[config.mk]
export PLATFORM = sky130hd
export DESIGN_NAME = ati_dly
export DESIGN_NICKNAME = d
export VERILOG_FILES = /design/src/sv/ati_dly.sv
export SDC_FILE = /design/constraint.sdc
export NUM_CORES = 1
export LEC_CHECK = 0
export ABC_AREA = 1
export ABC_CLOCK_PERIOD_IN_PS = 800
export BUFFER_PORTS_ARGS = -buffer_cell sky130_fd_sc_hd__buf_2
export CAP_MARGIN = 20
export CORE_AREA = 2 2 39 41
export DETAILED_ROUTE_END_ITERATION = 12
export DIE_AREA = 0 0 41 43
export MAX_ROUTING_LAYER = met4
export PLACE_DENSITY = 0.61
export SYNTH_ARGS = -nofsm -noshare
export SYNTH_HDL_FRONTEND = slang
export SYNTH_SLANG_ARGS = --single-unit
[constraint.sdc]
create_clock -name clk -period 0.8 [get_ports clk]
set_input_delay 0.2 -clock clk [delete_from_list [all_inputs] [get_ports clk]]
set_output_delay 0.2 -clock clk [all_outputs]
set_load 0.01 [all_outputs]
[src/sv/ati_dly.sv]
// Fixed-length delay line for side data that rides alongside the arithmetic units.
// Generic; no package dependencies.
module ati_dly #(
    parameter int WIDTH = 8,
    parameter int DEPTH = 2
) (
    input  logic             clk,
    input  logic [WIDTH-1:0] d,
    output logic [WIDTH-1:0] q
);

    logic [WIDTH-1:0] sr_reg [DEPTH];

    always_ff @(posedge clk)
    begin
        sr_reg[0] <= d;
        for (int k = 1; k < DEPTH; k++)
        begin
            sr_reg[k] <= sr_reg[k-1];
        end
    end

    assign q = sr_reg[DEPTH-1];

endmodule

# After elaboration in Yosys (flattened, before gate mapping)
# Memories as Yosys holds them, arrays and structs flattened.
# Index checks and enable logic that the tools add are counted.
# Widths: inputs -> output; s select.
totals:
  ff_bits: 0
  wordCells: 1
  inputBits: 9
  output_inout_bits: 8
  ramBits: 16
  n_memories: 1
memory_table:
  columns: ["name", "depth", "word_bits", "read_ports", "rd_ports_with_merged_regs", "write_ports", "line", "source"]
  rows:
  - ["sr_reg", 2, 8, 2, 0, 2, "12", "logic [WIDTH-1:0] sr_reg [DEPTH];"]

# Logic depth before layout (Yosys ltp)
logic_depth:
  depth_word: 0
  depth_mapped: 1
  depth_no_buf: 0

# Worst setup path before layout
# No wires, ideal clock.
synth_timing:
  path_kind: "reg-to-output"
  start: "memory sr_reg[1][0] (netlist: sr_reg[0][8])"
  end: "output q[0]"
  slack_ns: 0.199
  stages_incl_launch_ff: 2
  path_buffers: 1
  arrival_time_ns: 0.401
  required_ns: 0.600
  path_cell_list: "dfxtp_1 > buf_4"
synth_lines:
  columns: ["element", "line", "source"]
  rows:
  - ["start: declaration", "12", null]
  - ["end: declaration", "9", "output logic [WIDTH-1:0] q"]

==> reports/qor.txt <==
Crit. End Element -> primary output
Data arrival, critical path -> 710 ps
Hold Path Cell Cnt -> 1
Via density -> 3.10
Power per cell area -> 2960 nW/um^2
I/O Pins -> 17
Seq/Total Area, Yosys -> 0.842
Outcome -> finished, violations left
Fmax -> 1100 MHz
VDD IR max -> 0.585 mV
Minimum clock period after layout -> 905 ps
DRT antenna net count -> 0
First-pass GRT wire length -> 538 um
WL per Instance -> 7.37 um
Worst path cell trace -> buf_2
Hold Path Class -> primary input to register
Hold Vio Cnt, Final -> 0
Clock root buffer -> clkbuf_4
Delay-heaviest family, CP -> flip-flops
Share of cells above drive strength 1 -> 0.611
Sink Count -> 16
Number of synthesis warnings -> 0
Area of the multi-input gates -> 0 sq um
Number of library cell types mapped by synthesis -> 2
GR Util All Layers -> 0.0550
Critical Path Source Type -> register
Die height -> 43 um
#MultiIn Comb -> 0
#FFs+latches synth -> 16
Max-slew headroom -> 0.946
Largest net degree at the start of global routing -> 10
Nets -> 46
Syn Inst Count -> 24
R2R Setup Slk -> 400 ps
Hold Path End -> sr_reg[0][6]$_DFF_P_
CP max-delay cell -> dfxtp_1
Port Buffers -> 16
Max Clock Skew -> 0.281 ps
Most frequent cells in the layout -> 14 x buf_2, 14 x dfxtp_1, 3 x clkbuf_4
Grt ovf -> 0
Hold Startpoint -> d[6]
Synth Area per Inst -> 15.8 sq um
RSZ-0062 raised after global routing -> yes
Final Wtd Congestion -> 0.611
CTS tree -> built
Diodes inserted -> 0
CTS clk-pin slew, worst paths -> 80 ps
H-tree Lvls -> 1
DRC Markers -> 0
Number of flip-flops in the largest register -> 16
Syn_nets -> 33
Worst r2r src -> sr_reg[0][5]$_DFF_P_
RR Endpoint -> sr_reg[0][13]$_DFF_P_
Max capacitance violation total -> 0
Die area -> 1760 sq um
Initial core utilization -> 0.275
Synthesis-to-finish area growth -> 24.0%
Pleak -> 0.223 nW
First-iteration detailed-routing DRC count -> 0
First drt pass iteration count -> 1
Total power -> 1.40 mW
Mapped cell area -> 380 sq um
Post-Layout Cell Count -> 52
Skew-Pair Late Insertion Delay -> 270 ps
Initial antenna violation count -> 0
Fin crit share -> 1.13
Critical path peak fanout -> 1
Dpl cells -> 48
Violated checks -> setup timing
Via count -> 161
Final Setup Violations -> 8
Slowest stage delay, CP -> 320 ps
Drt total wl -> 383 um
WP data required -> 600 ps
Vias in the first global route -> 145
Setup CP Type -> register to primary output
Hold Buf Count CTS -> 0
Worst Tran Pin Value -> 81.5 ps
Final slew viol count -> 0
Core area -> 1380 sq um
Number of buffers created by CTS -> 3
Buf/Inv on CP -> 1
Row cnt -> 14
R2R depth -> 0
Deepest clock path buffer count -> 2
Die W -> 41 um
Final WS setup -> -105 ps
-- cell type report --
type	count	area [sq um]
fillers	147	912
repair buffers	16	92.6
flip-flops and latches	16	323
well taps	16	20.0
clock buffers	4	36.3
-- routing by layer --
metal | vias up | global-route usage | part of all wire
li1 | 87 | - | -
met3 | 0 | 0.0157 | 0.11
met5 | - | - | 0
met4 | 0 | 0.100 | 0
met2 | 10 | 0.0531 | 0.45
met1 | 64 | 0.0594 | 0.44
-- Yosys cell counts --
cell type	instances	area share
buf_4	8	0.16
dfxtp_1	16	0.84
-- worst max-delay path by stage --
stage / end / slack [ps] / start / cells past startpoint
2_1_floorplan: q[0] / 200 / sr_reg[0][8]$_DFF_P_ / 1
3_3_place_gp: q[5] / 200 / sr_reg[0][13]$_DFF_P_ / 1
3_5_place_dp: q[3] / 190 / sr_reg[0][11]$_DFF_P_ / 1
4_1_cts: q[3] / -120 / sr_reg[0][11]$_DFF_P_ / 1
5_1_grt: q[7] / -140 / sr_reg[0][15]$_DFF_P_ / 1
6_report: q[3] / -110 / sr_reg[0][11]$_DFF_P_ / 1
-- per-stage QoR --
| stage | instance area [sq um] | util | worst slack (ps) | hold slack (ps) | setup TNS, ps |
|---|---|---|---|---|---|
| 2_1_floorplan | 380 | - | 199 | 228 | 0 |
| 5_1_grt | 472 | 0.341 | -144 | 10.8 | -1100 |
| 3_3_place_gp | 420 | 0.304 | 199 | 302 | 0 |
| 4_1_cts | 457 | 0.330 | -122 | 12.7 | -910 |
| 6_report | 472 | 0.341 | -105 | 24.4 | -785 |
| 3_5_place_dp | 420 | 0.304 | 191 | 304 | 0 |
-- logic make-up after synthesis --
| group | share of synthesized area |
|---|---|
| buf+inv | 0.158 |
| flops | 0.842 |
-- report_power, final --
| group | switching, mW | total (mW) | internal [mW] |
|---|---|---|---|
| combinational | 0.0221 | 0.0551 | 0.0331 |
| sequential | 0.00849 | 0.848 | 0.839 |
| clock | 0.217 | 0.493 | 0.276 |
| total | 0.247 | 1.40 | 1.15 |
-- repair_timing --
action,4_1_cts,5_1_grt
hold endpoints to repair,0,0
setup buffers,0,0
setup endpoints to repair,8,8
resized for setup,0,4
No activity file was read; power rests on OpenSTA's default activity.
