`src/sv/ati_mul.sv`:
```
// Two-stage signed multiplier: split product of the wide operand, then recombine.
// Generic; no package dependencies.
module ati_mul #(
    parameter int AW = 32,
    parameter int BW = 32
) (
    input  logic                   clk,
    input  logic signed [AW-1:0]   a,
    input  logic signed [BW-1:0]   b,
    output logic signed [AW+BW-1:0] p
);

    localparam int LW = AW / 2;
    localparam int HW = AW - LW;

    logic signed [LW+BW:0]    pl_reg;
    logic signed [HW+BW-1:0]  ph_reg;
    logic signed [AW+BW-1:0]  p_reg;

    always_ff @(posedge clk)
    begin
        pl_reg <= $signed({1'b0, a[LW-1:0]}) * b;
        ph_reg <= $signed(a[AW-1:LW]) * b;
        p_reg  <= ((AW+BW)'(ph_reg) <<< LW) + (AW+BW)'(pl_reg);
    end

    assign p = p_reg;

endmodule

```
`config.mk`:
```
export PLATFORM = sky130hd
export DESIGN_NAME = ati_mul
export DESIGN_NICKNAME = d
export VERILOG_FILES = /design/src/sv/ati_mul.sv
export SDC_FILE = /design/constraint.sdc
export NUM_CORES = 2
export LEC_CHECK = 0
export BUFFER_PORTS_ARGS = -buffer_cell sky130_fd_sc_hd__clkbuf_2
export CORE_MARGIN = 3
export CORE_UTILIZATION = 41
export CTS_CLUSTER_DIAMETER = 120
export DETAILED_ROUTE_END_ITERATION = 7
export PLACE_DENSITY = 0.62
export SLEW_MARGIN = 40
export SYNTH_ARGS = -nofsm -noshare
export SYNTH_HDL_FRONTEND = slang
export SYNTH_SLANG_ARGS = --single-unit
```
`constraint.sdc`:
```
create_clock -name clk -period 8.4 [get_ports clk]
set_clock_uncertainty 0.1 [all_clocks]
set_input_delay 0.84 -clock clk [delete_from_list [all_inputs] [get_ports clk]]
set_output_delay 0.84 -clock clk [all_outputs]
set_load 0.02 [all_outputs]
```
# After elaboration in Yosys (flattened, before gate mapping)
# Cells that the tools add are included.
# classes
n_addsub	1
n_mul	2
# ops
op	n
$add A64 B49 Y64	1
$mul A17 B32 Y49	1
$mul A16 B32 Y48	1
# word_totals
regBits	161
out_inout_bits	64
in_bits	65

# Logic depth before layout (Yosys ltp)
# depth
depth_word	1
mapped_depth	26
ltp_nobuf	24

# Worst setup path after synthesis
# Ideal clock, no wire load.
# synth_path
kind	input to register
from	input port a[8]
to	register pl_reg[47]
slack_ps	1596
stages	24
t_arrival_ps	6586
setup_ps	118
n_path_buf	1
cell_sequence	clkbuf_1 -> nand2_1 -> fa_1 -> inv_1 -> fa_1 -> inv_1 -> fa_1 -> inv_1 -> fa_1 -> fa_1 -> inv_1 -> fa_1 -> inv_1 -> ha_1 -> nand2_1 -> a211oi_1 -> o211ai_1 -> a31oi_2 -> a31oi_2 -> o311a_1 -> o21a_1 -> o21ai_1 -> a21oi_1 -> xnor2_1
# synth_between
elab_chain_len	1
# synth_lines
element	line	rtl
start, declared	8	input logic signed [AW-1:0] a,
$mul A17 B32 Y49	22	pl_reg <= $signed({1'b0, a[LW-1:0]}) * b;
end signal, assigned	22	
end, declared	16	logic signed [LW+BW:0] pl_reg;
# No other way between the ends.

# Worst setup path after layout
# layout_path
from	input port b[15]
to	register ph_reg[43]
# layout_between
elab_chain_len	1
# layout_lines
element	line	rtl
start, declared	9	input logic signed [BW-1:0] b,
$mul A16 B32 Y48	23	ph_reg <= $signed(a[AW-1:LW]) * b;
end signal, assigned	23	
end, declared	17	logic signed [HW+BW-1:0] ph_reg;
# No other way between the ends.

==> out/results.md <==
| Item | This run | Unit |
| --- | --- | --- |
| Flip-flop count of the largest register after layout | 64 | - |
| Crit Reg-Reg Startpoint | pl_reg[16]$_DFF_P_ | - |
| Die Span Y | 323.7 | um |
| Area taken by flip-flops and latches | 3223 | um^2 |
| Hold Path Cell Cnt | 0 | - |
| CTS tree | yes | - |
| Count leader, synth | sky130_fd_sc_hd__inv_1 | - |
| Share of flip-flops with an asynchronous set or reset after synthesis | 0 | % |
| Top-area cell type share of the netlist area | 47.22 | % |
| Hold Vio Cnt, Final | 0 | - |
| Core Footprint | 99280 | um^2 |
| Source-to-sink clock delay at the later pin of the worst-skew pair | 0.48 | ns |
| Maximum root-to-sink buffer count | 2 | - |
| Fill cell count | 9771 | - |
| Gr usage total | 21.73 | % |
| Unrepaired setup endpoints after global routing | no | - |
| Growth of design area from synthesis to finish | 6.686 | % |
| R2r setup slk | 4.24 | ns |
| Iteration-0 DRC Markers | 1524 | - |
| Top post-synthesis cells by count | sky130_fd_sc_hd__inv_1 (1141), sky130_fd_sc_hd__fa_1 (976), sky130_fd_sc_hd__nand2_1 (659), sky130_fd_sc_hd__and2_1 (408), sky130_fd_sc_hd__ha_1 (278) | - |
| H-tree lvl count | 4 | - |
| Critical Path Source Type | primary input | - |
| Number of vias in the routed layout | 29760 | - |
| Final cycle utilization of the critical path | 86.63 | % |
| Endpoint type of the worst setup path | register | - |
| Remaining Overflow, GRT | 0 | - |
| Initial antenna violation count | 3 | - |
| CTS clk-pin slew, worst paths | 0.07 | ns |
| Resized Gates After CTS | 0 | - |
| Sequential area share after synthesis | 7.789 | % |
| Stage delay of the slowest cell on the critical path | 0.53 | ns |
| Crit path buf inv count | 6 | - |
| Vias in the first global route | 33310 | - |
| Maximum number of pins on one net before global-route repair | 33 | - |
| Number of synthesized flops with an enable pin | 0 | - |
| Minimum clock period | 7.277 | ns |
| Min-Delay Startpoint | pl_reg[0]$_DFF_P_ | - |
| Slowest CP cell | sky130_fd_sc_hd__fa_1 | - |
| Final-stage net count | 5946 | - |
| Maximum net fanout on the critical path | 19 | - |
| Detailed-placement wirelength estimate | 87590 | um |
| Synthesized instance count | 4609 | - |
| Depth of the most critical reg-to-reg path | 13 | - |
| Total number of yosys warnings | 0 | - |
| Type of the worst min-delay path | register to register | - |
| Path type of the worst setup path | primary input to register | - |
| Area of the mapped netlist | 41380 | um^2 |
| Max-slew headroom | 43.75 | % |
| Die X-Extent | 323.7 | um |
| Final-report setup violation count | 0 | - |
| Unique cell type count in the Yosys netlist | 70 | - |
| Clock tree root driver cell | sky130_fd_sc_hd__clkbuf_16 | - |
| Area of the die | 104800 | um^2 |
| Aggregate negative setup slack | 0 | ns |
| PnR worst setup slack | 1.123 | ns |
| Post-synthesis sequential element count | 161 | - |
| Synthesized net count | 5928 | - |
| Post-detailed-route count of antenna-violating nets | 0 | - |
| Pins Over Slew Limit | 0 | - |
| Routability congestion estimate from global placement | 0.8759 | - |
| Multi-input gate area in the final layout | 33070 | um^2 |
| Chain of cells forming the critical path | clkbuf_2 > buf_12 > and2_1 > fa_1 > inv_1 > fa_1 > fa_1 > inv_1 > fa_1 > fa_1 > inv_1 > fa_1 > inv_1 > ha_1 > a21o_1 > a21o_1 > a21oi_1 > o21ai_1 > a21oi_1 > o21ai_1 > a31oi_1 > nor2_1 > nor3_1 > xnor2_1 | - |
| Result of the run | finished, final reports clean | - |
| Worst Path Arrival | 7.58 | ns |
| DR WL/cell | 17.94 | um |
| Required time at the worst-slack endpoint | 8.70 | ns |
| Detailed-route DRC error count | 0 | - |
| Area leader, netlist | sky130_fd_sc_hd__fa_1 | - |
| Reg2Reg Capture Point | p[60]$_DFF_P_ | - |
| Initial cell density of the core | 41.68 | % |
| Library cell appearing most often on the critical path | sky130_fd_sc_hd__fa_1 | - |
| Ranking of synthesized cells by area | sky130_fd_sc_hd__fa_1 (47%), sky130_fd_sc_hd__inv_1 (10%), sky130_fd_sc_hd__ha_1 (8.4%) | - |
| Per-instance average area after synthesis | 8.978 | um^2 |
| Max-capacitance violation count | 0 | - |
| Total clock sinks | 161 | - |
| Layout cell share with drive strength beyond 1 | 5.562 | % |
| Post-synth top flop | sky130_fd_sc_hd__dfxtp_1 | - |
| End of the worst hold path | p[0]$_DFF_P_ | - |
| Via density per instance | 5.020 | - |
| Worst slack at placement | 0.7073 | ns |
| Buffers added on ports | 128 | - |
| Number of hold buffers added after cts | 0 | - |
| Cell family with most CP delay | adder cells | - |
| Drt first pass iters | 6 | - |
| Slew at the pin closest to its max-slew limit | 0.8438 | ns |
| Total number of placement rows | 115 | - |
| Post-CTS setup buffers | 0 | - |
| Number of top-level design ports | 129 | - |
| Highest clock rate | 0.1374 | GHz |
| Final WL | 106300 | um |
| Clock buffers created by TritonCTS | 17 | - |
| First-pass GRT wire length | 177500 | um |
cell type report:
type / instances / area share (%)
Antenna cell: 2 / 0.01134
Clock buffer: 17 / 0.9637
Clock inverter: 14 / 0.4365
Inverter: 1142 / 9.710
Multi-Input combinational cell: 3093 / 74.91
Sequential cell: 161 / 7.301
Tap cell: 1287 / 3.648
Timing Repair Buffer: 212 / 3.021
layer usage:
layer	part of all wire, %	GRT usage, %
met5	0.010	0
met4	3.7	7.733
met3	4.9	2.620
met2	51	39.62
met1	40	26.43
worst max-delay path by stage:
stage	startpoint	to	cells after the start
3_3_place_gp	a[8]	pl_reg[45]$_DFF_P_	23
3_5_place_dp	a[8]	pl_reg[39]$_DFF_P_	21
6_report	b[15]	ph_reg[43]$_DFF_P_	24
2_1_floorplan	a[8]	pl_reg[47]$_DFF_P_	24
4_1_cts	a[8]	pl_reg[39]$_DFF_P_	21
5_1_grt	b[7]	ph_reg[43]$_DFF_P_	25
cell usage in the layout, fill, tap and decap left out, drive strengths merged, types with 3 or more instances in the layout:
master / n
fa: 976
o31a: 4
bufinv: 3
a221oi: 4
a21boi: 7
o221ai: 3
buf: 84
nor2b: 25
xnor2: 104
and4: 4
o21ai: 67
nand3: 30
a31oi: 14
xor2: 40
a211oi: 16
o21bai: 25
o31ai: 4
inv: 1150
and2: 408
clkbuf: 145
or3: 5
a41oi: 3
o21a: 14
ha: 278
dfxtp: 161
and3: 13
a21o: 64
nor4: 3
nand2b: 19
nand2: 659
nor3: 18
nand4: 18
o41ai: 5
nor2: 105
a21oi: 117
o211ai: 12
through the flow:
stage               area [um^2]  hold WS (ns)  utilization [%]  std cells
global placement          43520        0.2135            43.84       5895
detailed placement        43520        0.2135            43.84       5895
global route              44140        0.2336            44.46       5926
floorplan                 41380        0.2096                -       4609
CTS                       44140        0.2300            44.46       5926
finish                    44140        0.2295            44.46       5928
cells by family after synthesis:
group                      after synthesis  share of synthesized area (%)
adders and majority gates             1254                          55.63
buffers and inverters                 1355                          12.29
xor gates and xnor gates               144                          3.048
DFF                                    161                          7.789
and+or+nand+nor                       1312                          15.12
AOI/OAI and AO/OA                      383                          6.120
Power is left out: the tool's default activity adds up to more than one toggle a clock period on the data nets, which glitch-free logic cannot reach.
